## src/hdl/pure_pursuit_steering_macros.svh

```systemverilog
// Assertion helpers for the steering block.
// Both expect clk and arst_n to be in scope.
`ifndef PURE_PURSUIT_STEERING_MACROS_SVH
`define PURE_PURSUIT_STEERING_MACROS_SVH

// same-cycle implication
`define PPS_ASSERT_IMP(lbl, ante, cons, msg) \
	lbl: assert property (@(posedge clk) disable iff (!arst_n) (ante) |-> (cons)) \
		else $error(msg);

// next-cycle implication
`define PPS_ASSERT_NXT(lbl, ante, cons, msg) \
	lbl: assert property (@(posedge clk) disable iff (!arst_n) (ante) |=> (cons)) \
		else $error(msg);

`endif

```

## src/hdl/pps_pkg.sv

```systemverilog
`timescale 1ns / 1ps
package pps_pkg;
	localparam int MAX_POINTS_DEF = 1024;

	localparam int CFG_W   = 31;
	localparam int CIDX_W  = 3;
	localparam int IDXO_W  = 10;
	localparam int TAG_W   = 5;
	localparam int DVD_W   = 80;
	localparam int DSR_W   = 64;
	localparam int STEP_W  = 7;

	localparam logic [STEP_W-1:0] DIV_STEPS  = 7'd80;
	localparam logic [STEP_W-1:0] SQRT_STEPS = 7'd31;

	// configuration register indexes
	localparam logic [CIDX_W-1:0] REG_LA_MIN = 3'd0;
	localparam logic [CIDX_W-1:0] REG_LA_MAX = 3'd1;
	localparam logic [CIDX_W-1:0] REG_LA_DIV = 3'd2;
	localparam logic [CIDX_W-1:0] REG_GAIN   = 3'd3;
	localparam logic [CIDX_W-1:0] REG_LIMIT  = 3'd4;
	localparam logic [CIDX_W-1:0] REG_SPEED  = 3'd5;

	localparam logic [CFG_W-1:0] RST_LA_MIN = 31'd19661;
	localparam logic [CFG_W-1:0] RST_LA_MAX = 31'd131072;
	localparam logic [CFG_W-1:0] RST_LA_DIV = 31'd393216;
	localparam logic [CFG_W-1:0] RST_GAIN   = 31'd25559;
	localparam logic [CFG_W-1:0] RST_LIMIT  = 31'd45752;
	localparam logic [CFG_W-1:0] RST_SPEED  = 31'd851968;

	typedef struct packed {
		logic             go;
		logic [TAG_W-1:0] tag;
	} mul_req_t;

	typedef struct packed {
		logic start;
		logic sqrt_mode;
	} ds_req_t;

	typedef struct packed {
		logic busy;
		logic done;
	} ds_rsp_t;
endpackage

```

## src/hdl/pps_mul.sv

```systemverilog
`timescale 1ns / 1ps
module pps_mul (
	input  logic                         clk,
	input  logic                         arst_n,
	input  pps_pkg::mul_req_t            req,
	input  logic signed [32:0]           a,
	input  logic signed [32:0]           b,
	output logic                         vld_s1,
	output logic [pps_pkg::TAG_W-1:0]    tag_s1,
	output logic signed [65:0]           p_s1
);
	always_ff @(posedge clk or negedge arst_n) begin
		if (!arst_n) begin
			vld_s1 <= 1'b0;
		end else begin
			vld_s1 <= req.go;
		end
	end

	always_ff @(posedge clk) begin
		if (req.go) begin
			tag_s1 <= req.tag;
			p_s1   <= a * b;
		end
	end
endmodule

```

## config.mk

```make
export PLATFORM = sky130hd
export DESIGN_NAME = pps_mul
export DESIGN_NICKNAME = d
export VERILOG_FILES = /design/src/hdl/pure_pursuit_steering_macros.svh /design/src/hdl/pps_pkg.sv /design/src/hdl/pps_mul.sv
export SDC_FILE = /design/constraint.sdc
export NUM_CORES = 2
export LEC_CHECK = 0
export BUFFER_PORTS_ARGS = -buffer_cell sky130_fd_sc_hd__buf_2
export CORE_MARGIN = 1.5
export CORE_UTILIZATION = 45
export DETAILED_ROUTE_END_ITERATION = 7
export GPL_TIMING_DRIVEN = 0
export PLACE_DENSITY = 0.73
export SYNTH_ARGS = -nofsm -noshare
export SYNTH_HDL_FRONTEND = slang
export SYNTH_SLANG_ARGS = --single-unit
```

## constraint.sdc

```tcl
create_clock -name clk -period 0.8 [get_ports clk]
set_input_delay 0.08 -clock clk [delete_from_list [all_inputs] [get_ports clk]]
set_output_delay 0.08 -clock clk [all_outputs]
set_load 0.01 [all_outputs]
```

==> metrics.md <==
| Metric | Value |
|---|---|
| Post-synthesis cell area | around 0.042 sq mm |
| Mux contribution to synthesized area | 0 |
| Max Freq | roughly 0.14 GHz |
| Number of global-route vias before repair | 36564 |
| EDFF count, synth | 71 |
| Worst Setup End Kind | register |
| Rel. slew slack | 0.379 |
| Top-area cell type share of the netlist area | 0.551 |
| Maximum number of pins on one net before global-route repair | 58 |
| Leading post-synthesis cells by instance count | sky130_fd_sc_hd__fa_1, sky130_fd_sc_hd__inv_1, sky130_fd_sc_hd__and2_1 |
| Fraction of the cycle the final worst path needs | 8.85 |
| Complex-gate fraction of the synthesized area | 0.0399 |
| Syn Nets | approximately 5800 |
| Worst hold-check path type | input port to register |
| Fraction of registers with async set or reset after synthesis | 0.0139 |
| Worst hold path depth | 1 |
| Die width | roughly 300 microns |
| CP arrival | 7.18 ns |
| Initial cell density of the core | 0.454 |
| Clock transition at the registers of the reported paths | roughly 0.07 ns |
| Number of synthesized register bits | 72 |
| Clock tree from TritonCTS | done |
| Avg Synthesized Cell Area | 9.57 sq um |
| Cell at the root of the clock tree | sky130_fd_sc_hd__clkbuf_16 |
| Global-route wire length before repair | around 230000 microns |
| Number of max-slew violations in the final report | 0 |
| H-tree depth | 3 |
| Required time reported for the critical path endpoint | about 0.9 ns |
| Cells after Synth | between 4000 and 5000 |
| Library cell occupying the most area in the post-synthesis netlist | sky130_fd_sc_hd__fa_1 |
| Leading post-synthesis cells by cell area | sky130_fd_sc_hd__fa_1, sky130_fd_sc_hd__inv_1, sky130_fd_sc_hd__and2_1, sky130_fd_sc_hd__ha_1, sky130_fd_sc_hd__edfxtp_1 |
| Dominant combinational cell family by area after synthesis | adder cells |
| Clk sinks | 72 |
| Setup repair after global routing missed its margin | true |
| Clock buffers created by TritonCTS | 9 |
| Setup violators final | 136 |
| Row cnt | between 100 and 150 |
| Number of synthesis warnings | 0 |
| Number of nets with antenna violations after routing | 0 |
| Number of hold-slack violations in the final timing report | 0 |
| Worst slack on hold paths | about 0.11 ns |
| Sequential fraction of the synthesis area | 0.0519 |
| Met1 track demand over resource | 0.407 |
| Overall Global Routing Usage | 0.349 |
| Routed wirelength normalized by instance count | approximately 27 microns |
| Kind of critical path | input port to register |
| Detailed-placement wirelength estimate | about 130000 microns |
| Number of maximum-capacitance violations | 0 |
| Global routing's busiest layer | met2 |
| Share of synthesized cell area in full adder, half adder and majority cells | 0.617 |
| Floorplan die area | 0.0942 sq mm |
| Global Route met3 Usage | 0.0946 |
| Simple-gate portion of the synthesized area | 0.155 |
| Overall via count from detail_route | 33270 |
| Kind of launch point of the worst setup path | input port |
| Core box area | a little over 0.09 sq mm |
| I/O pin count | approximately 150 |
| Overflow left after global routing | 0 |
| Synth unique cells | 81 |
| Violated checks | setup timing |
| Clock period minus final worst setup slack | a little over 7 ns |
| Routability cong. | 1.07 |
| Count of TritonRoute iterations in the first routing pass | 8 |
| Worst-Margin Slew | 0.922 ns |
| Violation count after the first detailed-route iteration | around 3100 |
| Final worst-path setup slack | -6.28 ns |
| Maximum net fanout on the critical path | 7 |
| DRC viols | 0 |
| Antenna violations before repair | 23 |
| I/O Buffers | ~150 |
| DIE HEIGHT | 307 microns |
| Fraction of final layout cells sized beyond drive strength 1 | 0.213 |
| Fill cells | ~7700 |
| Result of the run | finished with violations |
| Xor/xnor cell area share of the yosys netlist | 0.0143 |
| Layout-stage area growth over the synthesis result | 24.0% |
| Max clock buf depth | 2 |
| Most repeated cell in the gate-level netlist after synthesis | sky130_fd_sc_hd__fa_1 |
| Routed vias/inst | roughly 5.6 |
| Nets | roughly 6000 |
| Final WL | around 160000 microns |
| Met2 demand-to-capacity share in global routing | 0.543 |
| Most common flop cell mapped by yosys | sky130_fd_sc_hd__edfxtp_1 |
-- timing repair --
action / CTS / global route
pin swaps: 152 / 146
hold endpoints to repair: 7 / 0
setup buffers: 143 / 75
hold buffers: 8 / 0
cloned: 2 / 0
setup endpoints to repair: 137 / 136
gates resized for setup: 742 / 195
-- logic make-up (layout without fill, tap and decap cells) --
| kind of cell | after synthesis | after routing |
|---|---|---|
| adder cells (fa/ha/maj) | 1362 | 1362 |
| buffers and inverters | 1352 | 1725 |
| AND/OR/NAND/NOR | 1271 | 1271 |
| AO/OA/AOI/OAI | 219 | 219 |
| flip-flops | 72 | 72 |
| XOR/XNOR | 68 | 68 |
| other | 0 | 14 |
-- worst paths after layout --
kind | slack [ns] | from | to
max | -6.28 | b[0] | p_s1[61]
min | 0.11 | req[5] | p_s1[18]
max in group asynchronous | 0.12 | arst_n | vld_s1
min in group asynchronous | 0.58 | arst_n | vld_s1
-- metrics by stage --
stage / setup WS (ns) / std cells / setup TNS, ns / cell area (sq um) / utilization
global placement: -7.94 / 5675 / -476.22 / 45300 / 0.495
detailed placement: -7.88 / 5676 / -418.45 / 45300 / 0.495
CTS: -6.11 / 5838 / -342.34 / 50200 / 0.549
global route: -6.43 / 5907 / -361.01 / 51500 / 0.563
floorplan: -5.95 / 4344 / -314.71 / 43100 / -
finish: -6.28 / 5917 / -350.50 / 51500 / 0.563
-- per-layer routing --
layer	part of all wire	vias up	wire length [microns]
met1	0.34	17060	54000
met4	0.10	6	16900
met5	0.00024	-	39
met2	0.44	2226	71400
met3	0.11	772	18300
li1	-	13206	-
-- critical path, cell delays in order --
cell	delay, ns
sky130_fd_sc_hd__buf_12	0.12
sky130_fd_sc_hd__clkbuf_16	0.17
sky130_fd_sc_hd__buf_6	0.12
sky130_fd_sc_hd__and2_4	0.14
sky130_fd_sc_hd__fa_1	0.53
sky130_fd_sc_hd__inv_1	0.06
sky130_fd_sc_hd__fa_1	0.54
sky130_fd_sc_hd__inv_2	0.05
sky130_fd_sc_hd__fa_1	0.50
sky130_fd_sc_hd__inv_2	0.05
sky130_fd_sc_hd__fa_2	0.54
sky130_fd_sc_hd__fa_1	0.41
sky130_fd_sc_hd__inv_1	0.07
sky130_fd_sc_hd__fa_1	0.43
sky130_fd_sc_hd__fa_1	0.51
sky130_fd_sc_hd__inv_2	0.05
sky130_fd_sc_hd__fa_2	0.60
sky130_fd_sc_hd__inv_2	0.06
sky130_fd_sc_hd__ha_4	0.27
sky130_fd_sc_hd__nand4_1	0.18
sky130_fd_sc_hd__o21bai_2	0.11
sky130_fd_sc_hd__a221o_1	0.35
sky130_fd_sc_hd__a31oi_4	0.33
sky130_fd_sc_hd__o31ai_4	0.10
sky130_fd_sc_hd__buf_12	0.16
sky130_fd_sc_hd__a21oi_4	0.33
sky130_fd_sc_hd__o21bai_1	0.12
sky130_fd_sc_hd__xor2_1	0.16
-- sequential cells by signal (all words and copies together), names as in the netlist --
| name | cells |
|---|---|
| tag_s1 | 5 |
| vld_s1 | 1 |
| p_s1 | 66 |
-- area by class of cell --
| cell class | instances | area (sq um) | share of cell area |
|---|---|---|---|
| multi-input combinational | 2920 | 36600 | 0.710 |
| tap | 1186 | 1480 | 0.0288 |
| antenna | 14 | 35.0 | 0.000680 |
| clock inverter | 7 | 100 | 0.00194 |
| buffer | 213 | 3520 | 0.0682 |
| sequential | 72 | 2160 | 0.0419 |
| timing repair buffer | 365 | 3180 | 0.0617 |
| clock buffer | 9 | 225 | 0.00437 |
| inverter | 1131 | 4250 | 0.0826 |
-- cell usage in the layout (no fill, tap or decap), types with 22 or more instances in the layout --
| cell | synthesis | layout |
|---|---|---|
| sky130_fd_sc_hd__clkbuf_16 | 0 | 85 |
| sky130_fd_sc_hd__buf_12 | 0 | 32 |
| sky130_fd_sc_hd__fa_1 | 1145 | 1083 |
| sky130_fd_sc_hd__buf_8 | 0 | 27 |
| sky130_fd_sc_hd__fa_2 | 0 | 62 |
| sky130_fd_sc_hd__nor2_1 | 68 | 55 |
| sky130_fd_sc_hd__clkbuf_8 | 0 | 64 |
| sky130_fd_sc_hd__nand2_1 | 551 | 526 |
| sky130_fd_sc_hd__buf_6 | 1 | 64 |
| sky130_fd_sc_hd__buf_4 | 0 | 172 |
| sky130_fd_sc_hd__ha_1 | 217 | 152 |
| sky130_fd_sc_hd__xnor2_1 | 43 | 31 |
| sky130_fd_sc_hd__a21oi_2 | 3 | 25 |
| sky130_fd_sc_hd__clkbuf_4 | 0 | 32 |
| sky130_fd_sc_hd__ha_4 | 0 | 61 |
| sky130_fd_sc_hd__edfxtp_1 | 71 | 71 |
| sky130_fd_sc_hd__and2_4 | 1 | 46 |
| sky130_fd_sc_hd__inv_1 | 1131 | 1078 |
| sky130_fd_sc_hd__inv_2 | 0 | 51 |
| sky130_fd_sc_hd__and2_1 | 562 | 516 |
| sky130_fd_sc_hd__buf_2 | 11 | 94 |
| sky130_fd_sc_hd__a21o_1 | 36 | 36 |
| sky130_fd_sc_hd__a21oi_1 | 57 | 22 |
Power is left out: the tool's default activity adds up to more than one toggle a clock period on the data nets, which glitch-free logic cannot reach.
