<file path="src/hdl/pure_pursuit_steering_macros.svh">
// Assertion helpers for the steering block.
// Both expect clk and arst_n to be in scope.
`ifndef PURE_PURSUIT_STEERING_MACROS_SVH
`define PURE_PURSUIT_STEERING_MACROS_SVH

// same-cycle implication
`define PPS_ASSERT_IMP(lbl, ante, cons, msg) \
	lbl: assert property (@(posedge clk) disable iff (!arst_n) (ante) |-> (cons)) \
		else $error(msg);

// next-cycle implication
`define PPS_ASSERT_NXT(lbl, ante, cons, msg) \
	lbl: assert property (@(posedge clk) disable iff (!arst_n) (ante) |=> (cons)) \
		else $error(msg);

`endif

</file>
<file path="src/hdl/pps_pkg.sv">
`timescale 1ns / 1ps
package pps_pkg;
	localparam int MAX_POINTS_DEF = 1024;

	localparam int CFG_W   = 31;
	localparam int CIDX_W  = 3;
	localparam int IDXO_W  = 10;
	localparam int TAG_W   = 5;
	localparam int DVD_W   = 80;
	localparam int DSR_W   = 64;
	localparam int STEP_W  = 7;

	localparam logic [STEP_W-1:0] DIV_STEPS  = 7'd80;
	localparam logic [STEP_W-1:0] SQRT_STEPS = 7'd31;

	// configuration register indexes
	localparam logic [CIDX_W-1:0] REG_LA_MIN = 3'd0;
	localparam logic [CIDX_W-1:0] REG_LA_MAX = 3'd1;
	localparam logic [CIDX_W-1:0] REG_LA_DIV = 3'd2;
	localparam logic [CIDX_W-1:0] REG_GAIN   = 3'd3;
	localparam logic [CIDX_W-1:0] REG_LIMIT  = 3'd4;
	localparam logic [CIDX_W-1:0] REG_SPEED  = 3'd5;

	localparam logic [CFG_W-1:0] RST_LA_MIN = 31'd19661;
	localparam logic [CFG_W-1:0] RST_LA_MAX = 31'd131072;
	localparam logic [CFG_W-1:0] RST_LA_DIV = 31'd393216;
	localparam logic [CFG_W-1:0] RST_GAIN   = 31'd25559;
	localparam logic [CFG_W-1:0] RST_LIMIT  = 31'd45752;
	localparam logic [CFG_W-1:0] RST_SPEED  = 31'd851968;

	typedef struct packed {
		logic             go;
		logic [TAG_W-1:0] tag;
	} mul_req_t;

	typedef struct packed {
		logic start;
		logic sqrt_mode;
	} ds_req_t;

	typedef struct packed {
		logic busy;
		logic done;
	} ds_rsp_t;
endpackage

</file>
<file path="src/hdl/pps_dsu.sv">
`timescale 1ns / 1ps
// One bit per cycle: restoring divide with saturation to cap, or integer square root.
module pps_dsu (
	input  logic                          clk,
	input  logic                          arst_n,
	input  pps_pkg::ds_req_t              req,
	input  logic [pps_pkg::DVD_W-1:0]     dividend,
	input  logic [pps_pkg::DSR_W-1:0]     divisor,
	input  logic [pps_pkg::CFG_W-1:0]     cap,
	output pps_pkg::ds_rsp_t              rsp,
	output logic [31:0]                   res
);
	logic                          busy_q;
	logic                          done_q;
	logic                          mode_q;
	logic [pps_pkg::STEP_W-1:0]    cnt_q;
	logic [pps_pkg::DVD_W-1:0]     dvd_q;
	logic [pps_pkg::DSR_W-1:0]     dsr_q;
	logic [pps_pkg::DSR_W-1:0]     rem_q;
	logic [31:0]                   quo_q;
	logic                          big_q;
	logic [pps_pkg::CFG_W-1:0]     cap_q;

	logic [64:0] cmp_a;
	logic [64:0] cmp_b;
	logic [64:0] diff;
	logic        ge;

	always_comb begin
		if (mode_q) begin
			cmp_a = {1'b0, rem_q[61:0], dvd_q[79:78]};
			cmp_b = {32'b0, quo_q[30:0], 2'b01};
		end else begin
			cmp_a = {rem_q, dvd_q[79]};
			cmp_b = {1'b0, dsr_q};
		end
		ge   = (cmp_a >= cmp_b);
		diff = cmp_a - cmp_b;
	end

	always_ff @(posedge clk or negedge arst_n) begin
		if (!arst_n) begin
			busy_q <= 1'b0;
			done_q <= 1'b0;
			mode_q <= 1'b0;
			cnt_q  <= '0;
		end else begin
			done_q <= 1'b0;
			if (req.start) begin
				busy_q <= 1'b1;
				mode_q <= req.sqrt_mode;
				cnt_q  <= req.sqrt_mode ? pps_pkg::SQRT_STEPS : pps_pkg::DIV_STEPS;
			end else if (busy_q) begin
				cnt_q <= cnt_q - 1'b1;
				if (cnt_q == 7'd1) begin
					busy_q <= 1'b0;
					done_q <= 1'b1;
				end
			end
		end
	end

	always_ff @(posedge clk) begin
		if (req.start) begin
			dvd_q <= req.sqrt_mode ? {dividend[61:0], 18'b0} : dividend;
			dsr_q <= divisor;
			cap_q <= cap;
			rem_q <= '0;
			quo_q <= '0;
			big_q <= 1'b0;
		end else if (busy_q) begin
			dvd_q <= mode_q ? {dvd_q[77:0], 2'b00} : {dvd_q[78:0], 1'b0};
			rem_q <= ge ? diff[63:0] : cmp_a[63:0];
			quo_q <= {quo_q[30:0], ge};
			big_q <= big_q | quo_q[31];
		end
	end

	always_comb begin
		if (mode_q) begin
			res = quo_q;
		end else if (big_q || quo_q > {1'b0, cap_q}) begin
			res = {1'b0, cap_q};
		end else begin
			res = quo_q;
		end
	end

	assign rsp.busy = busy_q;
	assign rsp.done = done_q;
endmodule
</file>
<file path="config.mk">
export PLATFORM = sky130hd
export DESIGN_NAME = pps_dsu
export DESIGN_NICKNAME = d
export VERILOG_FILES = /design/src/hdl/pure_pursuit_steering_macros.svh /design/src/hdl/pps_pkg.sv /design/src/hdl/pps_dsu.sv
export SDC_FILE = /design/constraint.sdc
export NUM_CORES = 1
export LEC_CHECK = 0
export BUFFER_PORTS_ARGS = -buffer_cell sky130_fd_sc_hd__buf_2
export CORE_UTILIZATION = 60
export DETAILED_ROUTE_END_ITERATION = 7
export PLACE_DENSITY = 0.86
export RECOVER_POWER = 100
export SETUP_SLACK_MARGIN = 0.3
export SYNTH_ARGS = -nofsm -noshare
export SYNTH_HDL_FRONTEND = slang
export SYNTH_SLANG_ARGS = --single-unit
</file>
<file path="constraint.sdc">
create_clock -name clk -period 6.1 [get_ports clk]
set_input_delay 1.22 -clock clk [delete_from_list [all_inputs] [get_ports clk]]
set_output_delay 1.22 -clock clk [all_outputs]
set_load 0.05 [all_outputs]
</file>
==> flow_summary.toml, run 1 <==
[outcome]
outcome = "finished, violations left"
violations = "max-capacitance violations, max-slew violations"

[worst_setup_path]
critPathMaxFanout = 32
cp-startpoint = "quo_q[29]"
rr_startpoint = "mode_q"
crit_path_start_kind = "flop"
critPathKind = "flop to output pin"
crit_path_end_kind = "output pin"
arrival_ns = 4.28
required_ns = 4.88

[global_route]
grtUsageTotal = 0.2898
antenna_found_initial = 5
grt_overflow = 0
grt_max_degree = 96
grt_pass1_wl_um = 72200
grt_pass1_vias = 14120

[run]
drv_cap = 8

[yosys]
synth_nets = 2082
synth_fa_ha_area_frac = 0.06962
synth_area_leader_cell = "edfxtp_1"
synth_area_per_cell_sq_um = 9.817
yosysSeqAreaShare = 0.4203
synthXorXnorAreaFrac = 0.03163
yosys.area_share.simple = 0.1219
synth_edf_count = 175
synthFlopType = "edfxtp_1"
synth.most_common_cell = "edfxtp_1"
synthCells = 1805
yosys_warnings = 0
synth_cell_types = 71
synth_compound_area_frac = 0.1852
synth_top_family_by_area = "compound AO/OA/AOI/OAI gates"
netlist_area_sq_um = 17720
yosys-top-cells-area = "edfxtp_1 (30%), dfxtp_1 (11%), mux2i_1 (7.1%), ha_1 (6.8%), mux2_2 (6.0%)"
synth.top_cell.area_share = 0.2966
ys_seq_elements = 282
synth-async-reset-ratio = 0.03546
synth_common_cells = "edfxtp_1 (175), nand2_1 (154), nor2_1 (152)"
synth.area.mux_share = 0.1310

[sta]
post-route-period-util = 0.9012
drv_slew = 400
rsz0062_at_grt = "false"
tightestPinTransition_ns = 3.851
clock_skew_ns = 0.03241
tns_ns = 0
hold_slack_ns = 0.4897
setup_violations = 0
fmax_ghz = 0.1819
slew_headroom = -1.572
period_needed_ns = 5.497
hold_viol_final = 0

[placed_design]
dp_hpwl_um = 31590
numPortBuffers = 212
place.gp.congestion = 0.9630

[clocking]
cts_resized = 0
path_clk_slew_ns = 0.07
cts_made_buffers = 31
cts_tree = "done"
postCtsSetupBuffers = 0
cts_sinks = 282
cts_hold_buf = 0
clk_path_buf_depth = 3
clk-insertion-delay-late_ns = 0.60
htreeDepth = 1
root_buffer = "clkbuf_16"

[cells_and_area]
syn2layout_area_growth_pct = 12.15
final_nets = 2214
drive_gt1_frac = 0.1845

[floorplanning]
io_pins = 213
dieArea_sq_um = 30220
num_rows = 62
start_util = 0.6140
die_x_um = 173.9
coreArea_sq_um = 28860
floorplan.die.height_um = 173.9

[detailed_routing]
first_iter_violations = 1578
first_pass_iters = 8
drt_wl_total_um = 44680
antenna_left = 0
post_drt_wl_per_cell_um = 19.00
drc_errors = 0
num_vias = 14760
drt-vias-per-instance = 6.273
highest_layer = "met4"
wl_met2_um = 20520
wl_met1_um = 19280
wl_met3_um = 3459

[power]
p_leak_nw = 8.937
vdd_drop_max_mv = 0.2788
power_density_nw_per_um2 = 420.1

[hold_path]
hp-start = "rem_q[63]"
holdCritPathClass = "flop to flop"
==> layout make-up <==
class | count | area, sq um
antenna | 6 | 15.01
clock buffer | 43 | 870.8
clock inverter | 15 | 151.4
fill | 2194 | 8985
inverter | 50 | 187.7
multi-input combinational | 1346 | 9569
sequential | 282 | 7451
tap | 384 | 480.5
timing repair buffer | 226 | 1147
==> sequential cells by signal, indices dropped and copies added, names as in the netlist, 7 cells and up <==
register  cells
rem_q        64
cap_q        31
quo_q        32
dsr_q        64
dvd_q        80
cnt_q         7
==> routing by layer <==
layer,track usage,vias up
li1,-,6974
met1,0.4078,6933
met2,0.4583,737
met3,0.03772,111
met4,0.1045,0
met5,0,-
==> through the flow <==
step	worst slack (ns)	util	instance area [sq um]	power, mW	instances
after floorplan	1.363	-	17720	5.595	1805
after global placement	1.236	0.6550	18900	6.325	2288
after detailed placement	1.136	0.6550	18900	6.429	2288
after CTS	1.116	0.6904	19920	8.315	2346
after global routing	0.4018	0.6886	19870	8.858	2352
final	0.6028	0.6886	19870	8.349	2352
==> worst max-delay path: stages, from the launching register on <==
cell and delay [ns]:
dfxtp_1 0.39, ha_1 0.33, nand4b_1 0.14, nor4_1 0.54, o21ai_0 0.22, a21oi_2 0.17, clkbuf_1 1.20, mux2_2 0.46
buf_2 0.22
==> where the power goes <==
part	total, mW	switching [mW]	internal [mW]
Sequential	2.53	0.193	2.33
Combinational	3.95	2.29	1.65
Clock	1.88	0.792	1.08
==> placed cells by master (no fill, tap or decap), types with 49 or more instances in the layout <==
cell      instances
buf_2           200
edfxtp_1        175
nand2_1         154
nor2_1          151
mux2i_1         125
a22oi_1         112
a21oi_1         104
ha_1             97
dfxtp_1          97
mux2_2           91
o21ai_0          81
a211oi_1         67
inv_1            49
==> cell families after synthesis <==
family | Yosys count
fa+ha+maj | 98
xor+xnor | 64
mux | 220
buf+inv | 177
simple gates | 473
compound gates | 491
flops | 282
==> path summary, 6_finish.rpt <==
path	to	slack, ns	depth (start not counted)
setup / recovery	res[12]	0.60	8
hold / removal	rem_q[63]	0.49	2
setup reg to reg	rem_q[44]	0.85	15
hold reg to reg	rem_q[63]	0.49	2
max in group asynchronous	mode_q	5.01	1
min in group asynchronous	busy_q	0.63	1
Power figures use the tool's default switching activity.
==> inputs of run 2 (changes only) <==
BUFFER_PORTS_ARGS = default   (was -buffer_cell sky130_fd_sc_hd__buf_2)
CORE_UTILIZATION = 65   (was 60)
DONT_BUFFER_PORTS = 1   (was default)
PLACE_DENSITY = 0.85   (was 0.86)
==> run 2 against run 1 <==
  * The flow still finishes with violations (max-capacitance violations, max-slew violations)
  * Via count fell by 5.8%
  * Sequential share of layout area rose by 2.0 points
  * Clock-buffer cell count fell by 5
  * Final cell count fell by 11%
  * Clock skew fell by 0.015 ns
  * Global-route usage rose by 1.5 points
  * Hold slack got worse by 0.17 ns
  * Largest cell class unchanged
==> flow_summary.toml, run 2 (synthesis results as in run 1) <==
[outcome]
outcome = "finished, violations left"
violations = "max-capacitance violations, max-slew violations"

[clocking]
htreeDepth = 1
cts_tree = "done"
clk-insertion-delay-late_ns = 0.59
clk_path_buf_depth = 3
root_buffer = "clkbuf_16"
postCtsSetupBuffers = 0
cts_hold_buf = 0
cts_made_buffers = 31
cts_sinks = 282
cts_resized = 0
path_clk_slew_ns = 0.07

[sta]
fmax_ghz = 0.1835
slew_headroom = -1.063
tightestPinTransition_ns = 3.095
rsz0062_at_grt = "false"
drv_slew = 298
fin_ws_ns = 0.6499
post-route-period-util = 0.8935
setup_violations = 0
period_needed_ns = 5.450
hold_viol_final = 0
tns_ns = 0
clock_skew_ns = 0.01779

[cells_and_area]
largest_register_ffs = 80
final_common_cell = "edfxtp_1"
top_register = "dvd_q"
final_cell_mix = "edfxtp_1 (175), nand2_1 (154), nor2_1 (151), mux2i_1 (125), a22oi_1 (112)"
final_nets = 1998
largest_registers = "dvd_q x80, dsr_q x64, rem_q x64"
syn2layout_area_growth_pct = 6.404
drive_gt1_frac = 0.07961
fin_util = 0.7015

[floorplanning]
floorplan.die.height_um = 167.1
num_rows = 60
io_pins = 213
dieArea_sq_um = 27930
die_x_um = 167.1
start_util = 0.6593
coreArea_sq_um = 26880

[detailed_routing]
antenna_left = 0
wl_met3_um = 3655
post_drt_wl_per_cell_um = 20.74
num_vias = 13900
wl_met1_um = 18180
first_iter_violations = 1175
highest_layer = "met4"
drc_errors = 0
first_pass_iters = 6
drt-vias-per-instance = 6.659
wl_met2_um = 19820
drt_wl_total_um = 43310

[worst_setup_path]
required_ns = 4.88
crit_path_end_kind = "output pin"
crit_path_start_kind = "flop"
critPathKind = "flop to output pin"
critPathMaxFanout = 32
arrival_ns = 4.23

[global_route]
grt_max_degree = 233
grt_pass1_wl_um = 69430
grt_pass1_vias = 13600
grt_overflow = 0
grtUsageTotal = 0.3045
antenna_found_initial = 2

[placed_design]
place.gp.congestion = 0.8922
numPortBuffers = 0
dp_hpwl_um = 29880
place_ws_ns = 0.9633

[hold_path]
holdCritPathClass = "input port to async pin"

[power]
power_density_nw_per_um2 = 447.2
vdd_drop_max_mv = 0.3703
p_sw_mw = 3.199
p_clk_frac = 0.247
p_leak_nw = 8.161
switching_share = 0.3794
seqPwrFrac = 0.300
p_int_mw = 5.232
p_comb_frac = 0.453

[run]
drv_cap = 5
## run 2: cell types whose count changed in the layout (fill, tap and decap cells not counted), sizes merged
| cell | delta |
|---|---|
| inv | -1 |
| clkinvlp | +3 |
| buf | -200 |
| clkinv | -3 |
| bufinv | +6 |
| diode | -5 |
| clkbuf | -21 |
## run 2: final cells by class
class / count / area (sq um)
flip-flops and latches: 282 / 7451
clock buffers: 38 / 822.0
clock inverters: 20 / 317.8
well taps: 341 / 426.7
repair buffers: 10 / 76.32
fillers: 1974 / 8021
diodes: 1 / 2.502
inverters: 50 / 187.7
multi-input cells: 1346 / 9570
## run 2: final timing paths
check | slack [ns] | cells after the start | start | to
worst max-delay path | 0.65 | 11 | quo_q[1] | res[31]
worst min-delay path | 0.32 | 0 | arst_n | cnt_q[3]
worst max register to register | 0.77 | 12 | mode_q | rem_q[41]
worst min register to register | 0.46 | 2 | rem_q[63] | rem_q[63]
max in group asynchronous | 5.68 | 0 | arst_n | mode_q
min in group clk | 0.46 | 2 | rem_q[63] | rem_q[63]
## run 2: power by group through the flow
stage | registers, mW | clock network, mW | logic (mW)
floorplan | 2.47 | 0 | 3.12
global placement | 2.54 | 0 | 3.71
detailed placement | 2.55 | 0 | 3.77
CTS | 2.52 | 2.11 | 3.80
global route | 2.55 | 2.17 | 4.20
finish | 2.53 | 2.09 | 3.82
## run 2: critical path: stages, from the launching register on
cell and delay, ns:
dfxtp_1 0.38, ha_1 0.32, nor2b_1 0.15, o21a_1 0.12
o21a_1 0.10, o21a_1 0.11, o21a_1 0.10, o21ai_0 0.07
a21oi_1 0.18, o21ai_0 0.12, a21oi_2 1.34, nor2b_1 0.66
## run 2: through the flow
stage               cells  hold slack (ns)  total power, mW  area, sq um
floorplan            1805           0.4356            5.595        17720
global placement     2029           0.4483            6.249        17750
detailed placement   2029           0.4544            6.318        17750
CTS                  2087           0.3051            8.427        18890
global route         2088           0.3096            8.931        18850
finish               2088           0.3243            8.431        18850
## run 2: layer usage
metal / vias up / global-route usage
met5: - / 0
met4: 0 / 0.1248
met3: 114 / 0.06429
met2: 657 / 0.4861
met1: 6584 / 0.4038
li1: 6548 / -
